**src/rtl/dcpm_pkg.sv**
```systemverilog
// Shared types and constants for the dual-capture phase meter.
// No dependencies; used by every module under rtl.
package dcpm_pkg;

  typedef enum logic [1:0] {
    FUNC_OVF = 2'd0,
    FUNC_CH1 = 2'd1,
    FUNC_CH2 = 2'd2
  } func_e;

  typedef struct packed {
    logic ovf;
    logic cap;
  } chan_evt_t;

  typedef struct packed {
    logic done;
    logic falling;
    logic clr;
  } chan_stat_t;

  localparam int unsigned OUT_W       = 22;
  localparam int unsigned SCALE_W     = 32;
  localparam int unsigned PHASE_SHIFT = 24;

  localparam logic [SCALE_W-1:0] DEGREE_SCALE_RST = 32'd9203501;
  localparam logic               REG_DEGREE_SCALE = 1'b0;

endpackage

```
**src/rtl/dcpm_chan.sv**
```systemverilog
// Edge machine for one capture channel: arm, overflow count, capture, clear.
// Depends on dcpm_pkg.
module dcpm_chan #(
  parameter int unsigned COUNTER_BITS  = 16,
  parameter int unsigned OVERFLOW_BITS = 6
) (
  input  logic                                 clk_i,
  input  logic                                 rst_ni,
  input  logic                                 step_i,
  input  dcpm_pkg::chan_evt_t                  evt_i,
  input  logic [COUNTER_BITS-1:0]              value_i,
  input  logic                                 clear_i,
  output dcpm_pkg::chan_stat_t                 stat_o,
  output logic [OVERFLOW_BITS+COUNTER_BITS-1:0] time_o
);

  logic                     armed_q, armed_d, nxt_armed;
  logic                     done_q, done_d, nxt_done;
  logic                     falling_q, falling_d, nxt_falling;
  logic [OVERFLOW_BITS-1:0] ovf_q, ovf_d, nxt_ovf;
  logic [COUNTER_BITS-1:0]  cap_q, cap_d, nxt_cap;
  logic                     clr;

  always_comb begin
    nxt_armed   = armed_q;
    nxt_done    = done_q;
    nxt_falling = falling_q;
    nxt_ovf     = ovf_q;
    nxt_cap     = cap_q;
    clr         = 1'b0;
    if (evt_i.ovf && armed_q && !done_q) begin
      if (&ovf_q) begin
        nxt_done = 1'b1;
        nxt_cap  = '1;
      end else begin
        nxt_ovf = ovf_q + OVERFLOW_BITS'(1);
      end
    end
    if (evt_i.cap && !done_q) begin
      if (armed_q) begin
        nxt_done    = 1'b1;
        nxt_cap     = value_i;
        nxt_falling = 1'b0;
      end else begin
        nxt_armed   = 1'b1;
        nxt_ovf     = '0;
        nxt_falling = 1'b1;
        clr         = 1'b1;
      end
    end
  end

  always_comb begin
    armed_d   = armed_q;
    done_d    = done_q;
    falling_d = falling_q;
    ovf_d     = ovf_q;
    cap_d     = cap_q;
    if (step_i) begin
      falling_d = nxt_falling;
      cap_d     = nxt_cap;
      if (clear_i) begin
        armed_d = 1'b0;
        done_d  = 1'b0;
        ovf_d   = '0;
      end else begin
        armed_d = nxt_armed;
        done_d  = nxt_done;
        ovf_d   = nxt_ovf;
      end
    end
  end

  always_ff @(posedge clk_i or negedge rst_ni) begin
    if (!rst_ni) begin
      armed_q   <= 1'b0;
      done_q    <= 1'b0;
      falling_q <= 1'b0;
      ovf_q     <= '0;
      cap_q     <= '0;
    end else begin
      armed_q   <= armed_d;
      done_q    <= done_d;
      falling_q <= falling_d;
      ovf_q     <= ovf_d;
      cap_q     <= cap_d;
    end
  end

  assign stat_o.done    = nxt_done;
  assign stat_o.falling = nxt_falling;
  assign stat_o.clr     = clr;
  assign time_o         = {nxt_ovf, nxt_cap};

endmodule

```
**src/rtl/dcpm_phase.sv**
```systemverilog
// Phase scaling: tick difference times degree scale, shifted to Q8, saturated.
// Depends on dcpm_pkg.
module dcpm_phase (
  input  logic [dcpm_pkg::OUT_W-1:0]   diff_i,
  input  logic [dcpm_pkg::SCALE_W-1:0] scale_i,
  output logic [dcpm_pkg::OUT_W-1:0]   phase_o
);

  localparam int unsigned ProdW  = dcpm_pkg::OUT_W + dcpm_pkg::SCALE_W;
  localparam int unsigned ShiftW = ProdW - dcpm_pkg::PHASE_SHIFT;

  logic [ProdW-1:0]  prod;
  logic [ShiftW-1:0] shifted;

  assign prod    = ProdW'(diff_i) * ProdW'(scale_i);
  assign shifted = prod[ProdW-1:dcpm_pkg::PHASE_SHIFT];
  assign phase_o = (|shifted[ShiftW-1:dcpm_pkg::OUT_W]) ? '1
                                                       : shifted[dcpm_pkg::OUT_W-1:0];

endmodule

```
**src/rtl/dual_capture_phase_meter.sv**
```systemverilog
// Dual-capture phase meter: takes one timer event item per cycle unless the output
// stalls, and returns one result item per event through its stages (input register,
// channel update, phase multiply into the output register). The 22x32 multiply in
// the last stage sets the clock path; each stage holds or drains on its own.
module dual_capture_phase_meter #(
  parameter int unsigned COUNTER_BITS  = 16,
  parameter int unsigned OVERFLOW_BITS = 6
) (
  input  logic                          clk_i,
  input  logic                          rst_ni,
  input  logic                          in_valid_i,
  output logic                          in_ready_o,
  input  logic [1:0]                    func_i,
  input  logic [COUNTER_BITS-1:0]       capture_value_i,
  output logic                          out_valid_o,
  input  logic                          out_ready_i,
  output logic                          clear_counter_o,
  output logic                          ch1_edge_falling_o,
  output logic                          ch2_edge_falling_o,
  output logic                          phase_valid_o,
  output logic [dcpm_pkg::OUT_W-1:0]    tick_difference_o,
  output logic [dcpm_pkg::OUT_W-1:0]    phase_q8_o,
  input  logic                          psel_i,
  input  logic                          penable_i,
  input  logic                          pwrite_i,
  input  logic [2:0]                    paddr_i,
  input  logic [dcpm_pkg::SCALE_W-1:0]  pwdata_i,
  output logic [dcpm_pkg::SCALE_W-1:0]  prdata_o,
  output logic                          pready_o
);

  localparam int unsigned TimeW = OVERFLOW_BITS + COUNTER_BITS;
  localparam int unsigned ExtW  = TimeW + dcpm_pkg::OUT_W;

  logic [dcpm_pkg::SCALE_W-1:0] scale_q, scale_d;
  logic                         cfg_wr;

  logic                         v1_q, v2_q, v3_q;
  logic                         en1, en2, en3, step;
  logic [1:0]                   func_q;
  logic [COUNTER_BITS-1:0]      value_q;

  dcpm_pkg::chan_evt_t          evt1, evt2;
  dcpm_pkg::chan_stat_t         stat1, stat2;
  logic [TimeW-1:0]             time1, time2;
  logic                         both_done;
  logic [ExtW-1:0]              ext1, ext2, ext_diff;
  logic [dcpm_pkg::OUT_W-1:0]   diff;

  logic                         clr2_q, f1_q, f2_q, pv2_q;
  logic [dcpm_pkg::OUT_W-1:0]   diff2_q;
  logic [dcpm_pkg::OUT_W-1:0]   phase;

  logic                         clr3_q, f13_q, f23_q, pv3_q;
  logic [dcpm_pkg::OUT_W-1:0]   diff3_q, phase3_q;

  assign pready_o = 1'b1;
  assign cfg_wr   = psel_i && penable_i && pwrite_i && pready_o &&
                    (paddr_i[2] == dcpm_pkg::REG_DEGREE_SCALE);
  assign scale_d  = cfg_wr ? pwdata_i : scale_q;
  assign prdata_o = (paddr_i[2] == dcpm_pkg::REG_DEGREE_SCALE) ? scale_q : '0;

  always_ff @(posedge clk_i or negedge rst_ni) begin
    if (!rst_ni) begin
      scale_q <= dcpm_pkg::DEGREE_SCALE_RST;
    end else begin
      scale_q <= scale_d;
    end
  end

  assign en3        = !v3_q || out_ready_i;
  assign en2        = !v2_q || en3;
  assign en1        = !v1_q || en2;
  assign in_ready_o = en1;
  assign step       = v1_q && en2;

  always_ff @(posedge clk_i or negedge rst_ni) begin
    if (!rst_ni) begin
      v1_q <= 1'b0;
      v2_q <= 1'b0;
      v3_q <= 1'b0;
    end else begin
      if (en1) v1_q <= in_valid_i;
      if (en2) v2_q <= v1_q;
      if (en3) v3_q <= v2_q;
    end
  end

  always_ff @(posedge clk_i) begin
    if (in_valid_i && en1) begin
      func_q  <= func_i;
      value_q <= capture_value_i;
    end
  end

  always_comb begin
    evt1 = '0;
    evt2 = '0;
    case (dcpm_pkg::func_e'(func_q))
      dcpm_pkg::FUNC_OVF: begin
        evt1.ovf = 1'b1;
        evt2.ovf = 1'b1;
      end
      dcpm_pkg::FUNC_CH1: evt1.cap = 1'b1;
      dcpm_pkg::FUNC_CH2: evt2.cap = 1'b1;
      default: ;
    endcase
  end

  dcpm_chan #(
    .COUNTER_BITS (COUNTER_BITS),
    .OVERFLOW_BITS(OVERFLOW_BITS)
  ) u_ch1 (
    .clk_i  (clk_i),
    .rst_ni (rst_ni),
    .step_i (step),
    .evt_i  (evt1),
    .value_i(value_q),
    .clear_i(both_done),
    .stat_o (stat1),
    .time_o (time1)
  );

  dcpm_chan #(
    .COUNTER_BITS (COUNTER_BITS),
    .OVERFLOW_BITS(OVERFLOW_BITS)
  ) u_ch2 (
    .clk_i  (clk_i),
    .rst_ni (rst_ni),
    .step_i (step),
    .evt_i  (evt2),
    .value_i(value_q),
    .clear_i(both_done),
    .stat_o (stat2),
    .time_o (time2)
  );

  assign both_done = stat1.done && stat2.done;
  assign ext1      = ExtW'(time1);
  assign ext2      = ExtW'(time2);
  assign ext_diff  = (ext1 > ext2) ? (ext1 - ext2) : (ext2 - ext1);
  assign diff      = both_done ? ext_diff[dcpm_pkg::OUT_W-1:0] : '0;

  always_ff @(posedge clk_i) begin
    if (step) begin
      clr2_q  <= stat1.clr || stat2.clr;
      f1_q    <= stat1.falling;
      f2_q    <= stat2.falling;
      pv2_q   <= both_done;
      diff2_q <= diff;
    end
  end

  dcpm_phase u_phase (
    .diff_i (diff2_q),
    .scale_i(scale_q),
    .phase_o(phase)
  );

  always_ff @(posedge clk_i) begin
    if (v2_q && en3) begin
      clr3_q   <= clr2_q;
      f13_q    <= f1_q;
      f23_q    <= f2_q;
      pv3_q    <= pv2_q;
      diff3_q  <= diff2_q;
      phase3_q <= phase;
    end
  end

  assign out_valid_o        = v3_q;
  assign clear_counter_o    = clr3_q;
  assign ch1_edge_falling_o = f13_q;
  assign ch2_edge_falling_o = f23_q;
  assign phase_valid_o      = pv3_q;
  assign tick_difference_o  = diff3_q;
  assign phase_q8_o         = phase3_q;

  a_idle_output_ready: assert property (@(posedge clk_i) disable iff (!rst_ni)
    !out_valid_o |-> in_ready_o)
    else $error("input stalled while output register empty");

  a_no_result_zero: assert property (@(posedge clk_i) disable iff (!rst_ni)
    (out_valid_o && !phase_valid_o) |-> (tick_difference_o == '0 && phase_q8_o == '0))
    else $error("nonzero measurement without phase_valid");

  a_arm_not_complete: assert property (@(posedge clk_i) disable iff (!rst_ni)
    out_valid_o |-> !(clear_counter_o && phase_valid_o))
    else $error("arming event reported a completed measurement");

endmodule
```
**config.mk**
```make
export PLATFORM = sky130hd
export DESIGN_NAME = dual_capture_phase_meter
export DESIGN_NICKNAME = d
export VERILOG_FILES = /design/src/rtl/dcpm_pkg.sv /design/src/rtl/dcpm_chan.sv /design/src/rtl/dcpm_phase.sv /design/src/rtl/dual_capture_phase_meter.sv
export SDC_FILE = /design/constraint.sdc
export NUM_CORES = 2
export LEC_CHECK = 0
export BUFFER_PORTS_ARGS = -buffer_cell sky130_fd_sc_hd__clkbuf_2
export CAP_MARGIN = 20
export CORE_MARGIN = 10
export CORE_UTILIZATION = 35
export DETAILED_ROUTE_END_ITERATION = 10
export GPL_TIMING_DRIVEN = 0
export PLACE_DENSITY = 0.47
export SKIP_LAST_GASP = 1
export SLEW_MARGIN = 10
export SYNTH_ARGS = -nofsm -noshare
export SYNTH_HDL_FRONTEND = slang
export SYNTH_HIERARCHICAL = 1
export SYNTH_SLANG_ARGS = --single-unit
```
**constraint.sdc**
```tcl
create_clock -name clk_i -period 9.7 [get_ports clk_i]
set_clock_uncertainty 0.15 [all_clocks]
set_input_delay 1.94 -clock clk_i [delete_from_list [all_inputs] [get_ports clk_i]]
set_output_delay 1.94 -clock clk_i [all_outputs]
set_load 0.1 [all_outputs]
```
==> run metrics <==
layout cells sized above 1 9.56%; initial antenna violation count 3; Commonest cells post-synth 617 x inv_1, 598 x fa_1, 475 x nand2_1; DR pass1 iterations 7; worst hold path type reg2reg; count leader, synth inv_1; CTS buffer count 17; Root Driver clkbuf_16; Setup crit start diff2_q[7]$_SDFFCE_PN0P_; share of the synthesized area in the top cell type 36.9%; Detail Placement HPWL 95.8 mm; Final TNS setup 0 ps; Routed WL 116 mm; total grt overflow 0; worst slew pin tran 1230 ps; CTS tree yes; Setup-failing EPs final 0; Skew-Pair Late Insertion Delay 500 ps; post-DR wirelength/cell 23.6 um; YS warnings 6; IO Pins 143; critical path data arrival time 9510 ps; via total after detailed routing 25200; H-tree Lvls 4; core area 91800 um2; Worst slew margin 18.2%; worst path required time 9800 ps; Post-synth EDFFs 92; Netlist cell types 100; first-pass GRT wire length 172 mm; drt drc 0; Period minus WS final 9410 ps; RSZ-0062 raised after global routing no; largest net degree at the start of global routing 53; Worst Setup Start Kind flip-flop; count of pins over their slew limit 0; maxcap violations 0; sequential share of the synthesized area 15.1%; drt via density 5.15; CTS max path bufs 2; Post-Syn Area 32500 um2; full die area 105000 um2; Die X 325 um; post_cts resized 0; Hold Crit Start f2_q$_DFFE_PP_; R2R cell count 21; clock sinks 177; area leader, netlist fa_1; critical path's top delay family adder cells; Total GRT Usage 21.8%; input/output buffers 139; Die Y 325 um; critical path's largest stage delay 980 ps; # rows 111; CP max-delay cell edfxtp_1; final hold violation count 0; FFs w/ async S/R, synth 48.0%; Mapped Nets 4335; Hold Crit Depth 0; # nets final 4496; Top FF cell, synth edfxtp_1; post-route clock period utilization 97.0%; Filler cells 9418; syn avg cell area 9.37 um2; area grow syn2layout 9.03%; CP Max Fanout 10; Critical Path, Cell by Cell clkbuf_1 > nand2_1 > fa_1 > fa_1 > fa_1 > inv_1 > fa_1 > fa_1 > fa_1 > fa_1 > ha_1 > a21oi_1 > o21ai_0 > nor2_1 > nand4_1 > and3_1 > or3_1 > a2111oi_2 > and4_4 > buf_12 > nand2_2; number of global-route vias before repair 26000; Worst Path Buf+Inv 3; Mapped Cells 3466; routability cong. 0.936; CTS Hold Buffers Added 0; clock slew at reported path FFs 80 ps; fmax 106 MHz; initial core utilization 35.4%; R2R Path Start diff2_q[7]$_SDFFCE_PN0P_; status complete, no violations; DRT iter0 DRCs 1918; ANT nets after route 0; Post CTS Setup Buffer Count 0; endpoint type of the worst setup path flip-flop; WS Path Type reg2reg; Seq cells post-synth 177; crit-path most repeated cell fa_1; synth top area cells fa_1 37%, edfxtp_1 8.5%, ha_1 8.1%; number of cells on the critical path 21
==> layer usage <==
metal | up-vias | share of wire (%) | global-route usage, %
met3 | 123 | 5.1 | 2.84
met1 | 13100 | 43 | 29.2
met5 | - | 0 | 0
li1 | 11200 | - | -
met2 | 729 | 48 | 36.2
met4 | 0 | 3.2 | 7.24
==> through the flow <==
stage               worst slack (ps)  utilization [%]  instance area (um2)  std cells  hold slack, ps
floorplan                       2540                -                32500       3466             250
global placement                 367             37.8                34700       4848             252
detailed placement               343             37.9                34800       4851             255
CTS                              332             38.6                35400       4883             275
global route                     116             38.6                35400       4883             287
finish                           290             38.6                35400       4884             273
==> sequential cells by signal (all words and copies together), names as in the netlist, 2 cells and up <==
register           flops
diff2_q               22
func_q                 2
phase_q8_o            22
scale_q               32
tick_difference_o     22
u_ch1/cap_q           16
u_ch1/ovf_q            6
u_ch2/cap_q           16
u_ch2/ovf_q            6
value_q               16
==> final cells by class <==
class	instances	area, um2	area share (%)
flip-flops and latches	177	4910	13.9
repair buffers	142	772	2.18
plain buffers	212	995	2.81
well taps	1243	1560	4.39
inverters	618	2320	6.55
diodes	1	2.50	0.00707
multi-input cells	2459	24300	68.5
clock buffers	18	450	1.27
clock inverters	14	148	0.417
==> cell usage in the layout, fill, tap and decap left out, drive strengths merged, types with 8 or more instances in the layout <==
master and instances:
inv 621, nor3b 13, mux2i 8, nand4 42, clkbuf 312, o31ai 10
a21boi 11, and2 328, a21oi 129, nor2b 44, o21a 18, fa 598
o21bai 15, xor2 14, and3 11, nor3 21, xnor2 19, o211ai 10
a21o 14, buf 60, a311oi 8, mux2 33, clkinv 11, o22a 64
edfxtp 92, nand2b 13, nand2 495, nor2 87, a221oi 9, o21ai 90
ha 211, nand3 33, dfrtp 72, a31oi 10, dfstp 13, a211oi 17
==> final timing paths <==
kind	endpoint	slack (ps)
worst max-delay path	phase_q8_o[10]$_DFFE_PP_	290
worst min-delay path	ch2_edge_falling_o$_DFFE_PP_	270
worst max register to register	phase_q8_o[10]$_DFFE_PP_	290
worst min register to register	ch2_edge_falling_o$_DFFE_PP_	270
max in group asynchronous	scale_q[28]$_DFFE_PN0P_	7580
min in group asynchronous	scale_q[17]$_DFFE_PN0P_	1190
==> kinds of logic after synthesis <==
family,count (synthesis),share of synthesized area [%]
compound gates,447,9.49
xor+xnor,33,0.890
fa+ha+maj,809,45.0
buf+inv,830,10.2
flops,177,15.1
mux,41,1.39
other cells,1,0.0115
simple gates,1128,17.9
Power is not shown: default switching activity piles up to over one toggle a cycle in this logic, so the estimate is an artifact.
